==> src/hw/rtl/sse_pkg.sv <==
// Package for the sample statistics engine: widths, state encoding, and the
// command and status bundles between controller and datapath.
// No dependencies.
`timescale 1ns / 1ps
`default_nettype none

package sse_pkg;

    // arithmetic widths, sized for the largest supported set (4096 samples)
    localparam int SMP_W     = 16;  // one sample
    localparam int NW        = 13;  // sample count as used in arithmetic
    localparam int SUM_W     = 29;  // signed running sum
    localparam int ABS_S_W   = 28;  // magnitude of the sum
    localparam int SS_W      = 56;  // sum squared
    localparam int P_W       = 30;  // n * x
    localparam int PX_W      = 46;  // n * x * x
    localparam int ACC_W     = 56;  // n * sum(x^2)
    localparam int D_W       = 31;  // n * x - sum
    localparam int DABS_W    = 30;  // |n * x - sum|
    localparam int ABSACC_W  = 42;  // sum of |n * x - sum|
    localparam int NN_W      = 26;  // n * n
    localparam int NN1_W     = 39;  // n * n * (n - 1)
    localparam int DVD_W     = 72;  // divider dividend and quotient
    localparam int DVS_W     = 40;  // divider divisor
    localparam int RT_W      = 24;  // square root result
    localparam int RES_W     = 24;  // Q16.8 result fields
    localparam int CNT_OUT_W = 7;   // reported sample count

    typedef enum logic [4:0] {
        ST_LOAD,
        ST_SETUP,
        ST_SETUP2,
        ST_MEAN_WAIT,
        ST_MED_RDI,
        ST_MED_LDI,
        ST_MED_SCAN,
        ST_MED_DRAIN,
        ST_MED_EVAL,
        ST_DEV_SCAN,
        ST_DEV_DRAIN,
        ST_MAD_DIV,
        ST_MAD_WAIT,
        ST_SD_DIV,
        ST_SD_WAIT,
        ST_SD_SQRT,
        ST_SD_SQWAIT,
        ST_SE_DIV,
        ST_SE_WAIT,
        ST_SE_SQRT,
        ST_SE_SQWAIT,
        ST_FINISH
    } sse_state_t;

    typedef enum logic [1:0] {
        DIV_MEAN,
        DIV_MAD,
        DIV_SD,
        DIV_SE
    } sse_div_sel_t;

    typedef struct packed {
        logic         load_en;
        logic         set_clr;
        logic         setup;
        logic         setup2;
        logic         i_clr;
        logic         rd_i;
        logic         latch_v;
        logic         scan_clr;
        logic         scan_issue;
        logic         med_eval;
        logic         dev_clr;
        logic         dev_issue;
        logic         calc_t;
        logic         div_start;
        sse_div_sel_t div_sel;
        logic         div_latch;
        logic         sqrt_start;
        logic         latch_sd;
        logic         latch_se;
        logic         zero_se;
        logic         out_load;
    } sse_cmd_t;

    typedef struct packed {
        logic j_last;
        logic i_last;
        logic dev_busy;
        logic div_done;
        logic sqrt_done;
        logic single;
        logic out_free;
    } sse_status_t;

endpackage

`default_nettype wire

==> src/hw/rtl/sse_ctrl.sv <==
// Controller state machine: sequences loading, median search, deviation
// pass, divisions and roots for one set. Depends on sse_pkg.
`timescale 1ns / 1ps
`default_nettype none

module sse_ctrl (
    input  wire logic                 clk,
    input  wire logic                 rstn,
    input  wire logic                 s_valid,
    input  wire logic                 s_last,
    output logic                      s_ready,
    input  wire sse_pkg::sse_status_t status,
    output sse_pkg::sse_cmd_t         cmd
);

    import sse_pkg::*;

    sse_state_t state_reg;
    sse_state_t state_next;

    always_ff @(posedge clk) begin
        if (!rstn) begin
            state_reg <= ST_LOAD;
        end else begin
            state_reg <= state_next;
        end
    end

    // next state
    always_comb begin
        state_next = state_reg;
        unique case (state_reg)
            ST_LOAD:      if (s_valid && s_last) state_next = ST_SETUP;
            ST_SETUP:     state_next = ST_SETUP2;
            ST_SETUP2:    state_next = ST_MEAN_WAIT;
            ST_MEAN_WAIT: if (status.div_done) state_next = ST_MED_RDI;
            ST_MED_RDI:   state_next = ST_MED_LDI;
            ST_MED_LDI:   state_next = ST_MED_SCAN;
            ST_MED_SCAN:  if (status.j_last) state_next = ST_MED_DRAIN;
            ST_MED_DRAIN: state_next = ST_MED_EVAL;
            ST_MED_EVAL:  state_next = status.i_last ? ST_DEV_SCAN : ST_MED_RDI;
            ST_DEV_SCAN:  if (status.j_last) state_next = ST_DEV_DRAIN;
            ST_DEV_DRAIN: if (!status.dev_busy) state_next = ST_MAD_DIV;
            ST_MAD_DIV:   state_next = ST_MAD_WAIT;
            ST_MAD_WAIT:  if (status.div_done) state_next = ST_SD_DIV;
            ST_SD_DIV:    state_next = ST_SD_WAIT;
            ST_SD_WAIT:   if (status.div_done) state_next = ST_SD_SQRT;
            ST_SD_SQRT:   state_next = ST_SD_SQWAIT;
            ST_SD_SQWAIT: begin
                if (status.sqrt_done) begin
                    state_next = status.single ? ST_FINISH : ST_SE_DIV;
                end
            end
            ST_SE_DIV:    state_next = ST_SE_WAIT;
            ST_SE_WAIT:   if (status.div_done) state_next = ST_SE_SQRT;
            ST_SE_SQRT:   state_next = ST_SE_SQWAIT;
            ST_SE_SQWAIT: if (status.sqrt_done) state_next = ST_FINISH;
            ST_FINISH:    if (status.out_free) state_next = ST_LOAD;
            default:      state_next = ST_LOAD;
        endcase
    end

    // commands
    always_comb begin
        cmd     = '0;
        s_ready = 1'b0;
        unique case (state_reg)
            ST_LOAD: begin
                s_ready     = 1'b1;
                cmd.load_en = s_valid;
            end
            ST_SETUP: begin
                cmd.setup = 1'b1;
                cmd.i_clr = 1'b1;
            end
            ST_SETUP2: begin
                cmd.setup2    = 1'b1;
                cmd.div_start = 1'b1;
                cmd.div_sel   = DIV_MEAN;
            end
            ST_MEAN_WAIT: begin
                cmd.div_sel   = DIV_MEAN;
                cmd.div_latch = status.div_done;
            end
            ST_MED_RDI:   cmd.rd_i = 1'b1;
            ST_MED_LDI: begin
                cmd.latch_v  = 1'b1;
                cmd.scan_clr = 1'b1;
            end
            ST_MED_SCAN:  cmd.scan_issue = 1'b1;
            ST_MED_DRAIN: cmd = '0;
            ST_MED_EVAL: begin
                cmd.med_eval = 1'b1;
                cmd.scan_clr = status.i_last;
                cmd.dev_clr  = status.i_last;
            end
            ST_DEV_SCAN:  cmd.dev_issue = 1'b1;
            ST_DEV_DRAIN: cmd = '0;
            ST_MAD_DIV: begin
                cmd.calc_t    = 1'b1;
                cmd.div_start = 1'b1;
                cmd.div_sel   = DIV_MAD;
            end
            ST_MAD_WAIT: begin
                cmd.div_sel   = DIV_MAD;
                cmd.div_latch = status.div_done;
            end
            ST_SD_DIV: begin
                cmd.div_start = 1'b1;
                cmd.div_sel   = DIV_SD;
            end
            ST_SD_WAIT:   cmd.div_sel = DIV_SD;
            ST_SD_SQRT:   cmd.sqrt_start = 1'b1;
            ST_SD_SQWAIT: begin
                cmd.latch_sd = status.sqrt_done;
                cmd.zero_se  = status.sqrt_done && status.single;
            end
            ST_SE_DIV: begin
                cmd.div_start = 1'b1;
                cmd.div_sel   = DIV_SE;
            end
            ST_SE_WAIT:   cmd.div_sel = DIV_SE;
            ST_SE_SQRT:   cmd.sqrt_start = 1'b1;
            ST_SE_SQWAIT: cmd.latch_se = status.sqrt_done;
            ST_FINISH: begin
                cmd.out_load = status.out_free;
                cmd.set_clr  = status.out_free;
            end
            default:      cmd = '0;
        endcase
    end

endmodule

`default_nettype wire

==> config.mk <==
export PLATFORM = sky130hd
export DESIGN_NAME = sse_ctrl
export DESIGN_NICKNAME = d
export VERILOG_FILES = /design/src/hw/rtl/sse_pkg.sv /design/src/hw/rtl/sse_ctrl.sv
export SDC_FILE = /design/constraint.sdc
export NUM_CORES = 1
export LEC_CHECK = 0
export ABC_AREA = 1
export BUFFER_PORTS_ARGS = -buffer_cell sky130_fd_sc_hd__buf_2
export CAP_MARGIN = 20
export CORE_UTILIZATION = 49
export DETAILED_ROUTE_END_ITERATION = 12
export GPL_TIMING_DRIVEN = 0
export PLACE_DENSITY_LB_ADDON = 0.08
export RECOVER_POWER = 25
export REMOVE_ABC_BUFFERS = 1
export SLEW_MARGIN = 20
export SYNTH_ARGS = -nofsm -noshare
export SYNTH_HDL_FRONTEND = slang
export SYNTH_SLANG_ARGS = --single-unit
==> constraint.sdc <==
create_clock -name clk -period 4.1 [get_ports clk]
set_input_delay 0.205 -clock clk [delete_from_list [all_inputs] [get_ports clk]]
set_output_delay 0.205 -clock clk [all_outputs]
set_load 0.03 [all_outputs]
After elaboration in Yosys (flattened, before gate mapping)

Index checks and enable logic that the tools add are counted.

Reductions and logical operators: 10
Equal/unequal tests: 32
Muxes and demuxes: 33

Operators by type and width:

| operator                                       | count |
|---|---|
| case mux 5 bit (22 select lines)               | 1 |
| two-way mux 5 bit                              | 11 |
| == test 5 x 4 -> 1 bit (second input constant) | 8 |
| == test 5 bit (second input constant)          | 6 |
| != test 2 bit (second input constant)          | 11 |
| == test 5 x 3 -> 1 bit (second input constant) | 4 |
| two-way mux 1 bit                              | 16 |
| AND reduction 11 bit                           | 1 |
| == test 5 x 2 -> 1 bit (second input constant) | 2 |
| OR reduction 2 bit                             | 5 |
| case mux 2 bit (3 select lines)                | 1 |
| == test 5 x 1 -> 1 bit (second input constant) | 1 |
| zero test 5 bit                                | 1 |
| two-way mux 4 bit                              | 1 |
| OR reduction 4 bit                             | 1 |
| two-way mux 3 bit                              | 1 |
| logical AND 1 bit                              | 2 |
| two-way mux 2 bit                              | 1 |
| case mux 1 bit (2 select lines)                | 1 |

Bits in registers: 5
Logic and storage cells: 76
Output and inout port bits: 23
Bits of input ports: 11

Depth between registers and ports, before layout

Gate-level depths: netlist (run 1).

Depth after elaboration: 3
Depth in mapped cells: 11
Depth with buffers taken out: 11

Worst setup path after synthesis (run 1)

Ideal clock, no wire load.

Path kind: flip-flop to output port
Start point: register state_reg[0]
End point: output port cmd[20] (netlist name)
Data required time: 3.895 ns
Stages on the path, launching flop included: 6
Path buffers: 1
Path slack: 2.124 ns
Arrival: 1.771 ns
Cell sequence: dfxtp_1 > inv_2 > nor2_2 > nand2_1 > nor3b_1 > buf_4

RTL lines:

| what                   | line           | source |
|---|---|---|
| start, declared        | sse_ctrl.sv:18 | `sse_state_t state_reg;` |
| start signal, assigned | sse_ctrl.sv:25 | `state_reg <= state_next;` |
| end, declared          | sse_ctrl.sv:13 | `output sse_pkg::sse_cmd_t cmd` |

==> results.md, run 1 <==
* Status: complete, no violations
* Largest register FFs at 5
* Max clock buf depth at 2
* Via density at 5.14
* CTS tree: done
* Grt peak-use layer: met2
* CTS sink cnt at 5
* Worst-path clk slew at 0.04 ns
* Slew @ Worst Pin at 0.505 ns
* Core Region at between 1000 and 1500 sq um
* DR DRC count at 0
* FP Rows at 13
* Area of the die at between 1500 and 2000 sq um
* Crit-path max FO at 8
* Total Neg Setup Slack at 0 ns
* Share of cells above drive strength 1 at 0.215
* Top cell type by total area after synthesis: nand2_1
* Lkg Pwr at 0.584 nW
* CTS H-tree lvls at 1
* Arrival @ worst endpoint at 1.78 ns
* Port Buf Inserts at 33
* Hold WC Path Type: input port to flip-flop
* Yosys warns at 0
* Netlist cell types at 21
* DRT Wirelength at slightly above 2000 um
* Share of Yosys cell area claimed by the top area cell type at 0.201
* Maximum number of pins on one net before global-route repair at 11
* Io pins at 34
* Register area share after synthesis at 0.137
* GR Util met1 at 0.344
* Worst clock skew at 0.000623 ns
* Met2 usage at 0.429
* Final Power at between 300 and 400 uW
* Filler Cell Count at 145
* Die Wd at 40.6 um
* Met3 global-route usage at 0.0333
* Rel. slew slack at 0.662
* Util after Layout at 0.675
* Fin crit share at 0.485
* VDD IR-drop max at approximately 0.00027 V
* Post_cts resized at 0
* RSZ-0062 raised after global routing: false
* Clock Tree Root: clkbuf_4
* Crit path kind: flip-flop to output port
* GRT overflow at 0
* Final setup viols at 0
* MaxCap Viol Count at 0
* Non-Filler Instances at about 200
* Initial antenna violation count at 0
* DRT iter0 DRCs at 39
* Min cycle time layout at 1.99 ns
* First drt pass iteration count at 5
* Hold Vio Cnt, Final at 0
* Pins over their slew limit at 0
* GRT Total Usage at 0.252
* Number of post-CTS setup repair buffers at 0
* Pwr Density at ~420 nW/um^2
* Post-DP HPWL at 1680 um
* Routability cong. at 0.969
* Die Y at 40.6 um
* Mapped Area at around 730 sq um
* Syn_area_per_cell at 4.96 sq um
* # diodes at 0
* Clk Latency, worst-skew pair at 0.23 ns
* Layout net count at 193
* Top cells by area, synth: nand2_1, nor2_1, dfxtp_1, inv_1, nand3_1
* Placed Cells at around 190
* Drt wl/cell at 10.4 um
* Initial Utilization at 0.540
* Worst setup EP type: output port
* #FFs+latches synth at 5
* Post-route ant nets at 0
* Via Count at between 1000 and 1500
* Cts hold-fix bufs at 0
* Startpoint Class: flip-flop
* Post-Syn Instances at 147
* Worst Path Required at 3.89 ns
* Area Growth Syn to Fin at 24.9%
* Vias in the first global route at ~670
* Fmax at around 0.50 GHz
* CTS buffer count at 3
* Global-route wire length before repair at 2810 um
## cells in the mapped netlist
cell        n
a211oi_1    1
a21oi_1     8
and3_1      1
buf_2       1
buf_4       2
dfxtp_1     5
inv_1      24
inv_2       2
nand2_1    39
nand2_2     1
nand3_1    12
nand4_1     3
nor2_1     30
nor2_2      5
nor2_4      1
nor3_1      2
nor3b_1     2
nor4_1      1
o2111ai_1   1
o21ai_0     5
o22ai_1     1
## final timing paths
kind | end | start | slack [ns] | cells after the start
hold / removal | state_reg[3] | rstn | 0.25 | 3
setup reg to reg | state_reg[3] | state_reg[4] | 2.36 | 7
hold reg to reg | state_reg[2] | state_reg[2] | 0.51 | 2
setup / recovery | cmd[5] | state_reg[1] | 2.11 | 6
## layer usage
layer	routed length (um)	up-vias	share of wire
li1	-	531	-
met1	891	421	0.44
met2	952	56	0.47
met3	200	0	0.098
met4	0	0	0
met5	0	-	0
## report_power, final
group	switching (mW)	internal, mW
clock network	0.0172	0.0366
logic	0.188	0.0696
registers	0.0137	0.0578
total	0.219	0.164
## cell usage in the layout (no fill, tap or decap), types with 2 or more instances in the layout
cell type / n
a21oi_1: 8
buf_2: 28
clkbuf_1: 6
clkbuf_4: 3
dfxtp_1: 5
inv_1: 24
inv_2: 2
nand2_1: 39
nand3_1: 12
nand4_1: 3
nor2_1: 31
nor2_2: 4
nor3_1: 2
nor3b_1: 2
o21ai_0: 5
## cells by family after synthesis
kind of cell	synth area share
AO/OA/AOI/OAI	0.120
buffers and inverters	0.161
flip-flops	0.137
AND/OR/NAND/NOR	0.581
## area by class of cell
| cell class | instances | area, sq um | share of cell area |
|---|---|---|---|
| clock buffers | 4 | 26.3 | 0.0288 |
| repair buffers | 33 | 159 | 0.174 |
| flip-flops and latches | 5 | 100 | 0.110 |
| multi-input cells | 113 | 509 | 0.559 |
| well taps | 15 | 18.8 | 0.0206 |
| inverters | 26 | 97.6 | 0.107 |
## worst max-delay path: stages, from the launching register on
cell,delay [ns]
dfxtp_1,0.36
nor2_1,0.42
nand2_1,0.17
nor2_1,0.22
inv_1,0.06
a21oi_1,0.11
buf_2,0.20
## metrics by stage
stage                     setup WS [ns]  hold slack [ns]  instance area (sq um)
after global routing               2.00            0.275                    911
after floorplan                    1.85            0.378                    709
after global placement             2.43            0.482                    893
after detailed placement           2.42            0.499                    893
after CTS                          2.19            0.254                    920
final                              2.11            0.250                    911
(Power assumes the default switching activity.)
==> run 2, diff against run 1 <==
- ABC_AREA: 1 -> 0
- CORE_UTILIZATION: 49 -> 42
- clock period: 4.1 -> 1.8 ns (I/O delays scaled with it)
==> run 2 against run 1 <==
Against the previous run: sequential share of layout area is essentially flat; die area grew 21%; cell area rose by 18%; synthesized area grew 5.0%; non-clock buffer count increased by 13; clock power rose to 2.5 times the previous value; critical path type unchanged.
==> results.md, run 2 <==
* Area Growth Syn to Fin at 40.7% (was 24.9%)
* EDFF count, synth at 0 (unchanged)
* Die Wd at 44.7 um (was 40.6 um)
* Drt wl/cell at 13.5 um (was 10.4 um)
* Most frequent cells in the layout: buf_2, nor2_1, nand2_1 (was nand2_1, nor2_1, buf_2)
* Worst setup EP type: output port (unchanged)
* DRT Wirelength at 2490 um (was 2040 um)
* Initial antenna violation count at 0 (unchanged)
* Post-Syn Instances at 122 (was 147)
* Fmax at between 0.5 and 0.6 GHz
* Pins over their slew limit at 0 (unchanged)
* Initial Utilization at 0.443 (was 0.540)
* Area of the die at 2000 sq um (was 1650 sq um)
* Hold Vio Cnt, Final at 0 (unchanged)
* Share of cells above drive strength 1 at 0.396 (was 0.215)
* GRT overflow at 0 (unchanged)
* #FFs+latches synth at 5 (unchanged)
* Pwr Density at 1710 nW/um^2 (was 420 nW/um^2)
* Hold WC Path Type: input port to flip-flop (unchanged)
* Post-DP HPWL at 1460 um (was 1680 um)
* Clock Tree Root: clkbuf_4 (unchanged)
* Via Count at 1033 (was 1008)
* Placed cell area at 897 sq um (was 893 sq um)
* Share of Yosys cell area claimed by the top area cell type at 0.131 (was 0.201)
* Port Buf Inserts at 33 (unchanged)
* Rel. slew slack at 0.758 (was 0.662)
* Util after Layout at 0.624 (was 0.675)
* Slew @ Worst Pin at 0.364 ns (was 0.505 ns)
* Cell area after layout at 1080 sq um (was 911 sq um)
* Worst clock skew at 0.00599 ns (was 0.000623 ns)
* Pre-CTS setup slack at -0.407 ns (was 2.42 ns)
* Register area share after synthesis at 0.131 (was 0.137)
* Top cell type by total area after synthesis: dfxtp_1 (was nand2_1)
* Crit-path max FO at 21 (was 8)
* Post-synth top cells: nor2_1, nand2_1, a21oi_1 (was nand2_1, nor2_1, inv_1)
* Placed Cells at 167 (was 192)
* FP Rows at 15 (was 13)
* Layout net count at 171 (was 193)
* Top cells by area, synth: dfxtp_1, nor2_1, nand2_1, a21oi_1, clkbuf_1 (was nand2_1, nor2_1, dfxtp_1, inv_1, nand3_1)
* CTS H-tree lvls at 1 (unchanged)
* Clk Latency, worst-skew pair at 0.25 ns (was 0.23 ns)
* Min cycle time layout at 1.77 ns
* Netlist cell types at 48 (was 21)
* Final setup margin at 0.0336 ns (was 2.11 ns)
* Startpoint Class: flip-flop (unchanged)
* DRT iter0 DRCs at 27 (was 39)
* Core Region at 1730 sq um (was 1350 sq um)
* Worst Path Required at 1.71 ns (was 3.89 ns)
* Worst-path clk slew at 0.05 ns (was 0.04 ns)
* Top FF cell, synth: dfxtp_1 (unchanged)
* Lkg Pwr at 0.494 nW (was 0.584 nW)
* Die Y at 44.7 um (was 40.6 um)
* DR DRC count at 0 (unchanged)
* Min-delay src: rstn (unchanged)
* Via density at 5.61 (was 5.14)
* Routability cong. at 0.822 (was 0.969)
* Max clock buf depth at 2 (unchanged)
* Io pins at 34 (unchanged)
* First drt pass iteration count at 4 (was 5)
* Origin of the worst setup path: state_reg[4] (was state_reg[1])
* Leading cell type in the layout, fill and taps excluded: buf_2 (was nand2_1)
* CTS tree: done (unchanged)
* Filler Cell Count at 169 (was 145)
* Arrival @ worst endpoint at 1.68 ns (was 1.78 ns)
* Crit path kind: flip-flop to output port (unchanged)
* CTS sink cnt at 5 (unchanged)
* Status: complete, no violations (unchanged)
* Vias in the first global route at 894 (was 669)
* Post-route ant nets at 0 (unchanged)
* Global-route wire length before repair at 3950 um (was 2810 um)
* Yosys warns at 0 (unchanged)
* Synth async-reset ratio at 0 (unchanged)
* Mapped Area at 766 sq um (was 729 sq um)
* Non-Filler Instances at 184 (was 196)
* Final setup viols at 0 (unchanged)
* CTS buffer count at 3 (unchanged)
* Critical R2R Launch: state_reg[4] (unchanged)
* Largest register FFs at 5 (unchanged)
* GRT Total Usage at 0.269 (was 0.252)
* MaxCap Viol Count at 0 (unchanged)
* # diodes at 0 (unchanged)
* Maximum number of pins on one net before global-route repair at 22 (was 11)
* VDD IR-drop max at 0.000812 V (was 0.000269 V)
* Fin crit share at 0.981
* Final Power at 1.84 mW (was 383 uW)
* Most common cell in the netlist: nor2_1 (was nand2_1)
* Syn_area_per_cell at 6.28 sq um (was 4.96 sq um)
## run 2: cell count changes after synthesis, moves of 5 or more
cell / before / now
nand2_1: 39 / 14
inv_1: 24 / 2
nor2_1: 30 / 19
nand3_1: 12 / 3
clkbuf_1: 0 / 8
nor2_2: 5 / 0
## run 2: kinds of logic (layout without fill, tap and decap cells)
group,Yosys count,after routing,synth area share
xor gates and xnor gates,1,1,0.0114
AOI/OAI and AO/OA,31,31,0.286
DFF,5,5,0.131
muxes,2,2,0.0261
and+or+nand+nor,67,67,0.446
buffers and inverters,16,53,0.0997
## run 2: repair_timing
action | CTS | global route
hold buffers | 0 | 0
pin swaps | 4 | 1
setup buffers | 13 | 0
resized for setup | 12 | 6
setup endpoints to repair | 24 | 5
## run 2: routing by layer
layer	vias up	share of wire	global-route usage
met4	0	0.018	0.103
met3	8	0.078	0.0720
met2	60	0.45	0.406
li1	512	-	-
met1	453	0.45	0.364
met5	-	0	0
## run 2: worst paths after layout
path / cells after the start / endpoint / slack (ns)
worst max-delay path: 4 / cmd[21] / 0.03
worst max register to register: 5 / state_reg[1] / 0.04
worst min-delay path: 3 / state_reg[4] / 0.13
worst min register to register: 3 / state_reg[2] / 0.67
## run 2: metrics by stage
stage                     setup TNS, ns  hold slack (ns)
after CTS                             0            0.123
after global placement            -1.59            0.395
after global routing           -0.00766            0.142
after floorplan                   -4.63            0.217
after detailed placement          -1.67            0.396
final                                 0            0.133
## run 2: power breakdown
part | switching, mW | leakage, nW | internal, mW
Clock | 0.0524 | 0.0150 | 0.0842
Sequential | 0.111 | 0.0445 | 0.176
Combinational | 0.844 | 0.435 | 0.571
Total | 1.01 | 0.494 | 0.832
## run 2: area by class of cell
type                       instances  area [sq um]  share of cell area
sequential                         5           119               0.110
inverter                           3          11.3              0.0105
tap                               25          31.3              0.0290
timing repair buffer              46           270               0.251
multi-input combinational        101           619               0.575
clock buffer                       4          26.3              0.0244
## run 2: critical path, stage by stage (launching register included)
cell	delay, ns
dfxtp_4	0.41
or3_1	0.44
nor2_1	0.22
and2_1	0.15
buf_2	0.19
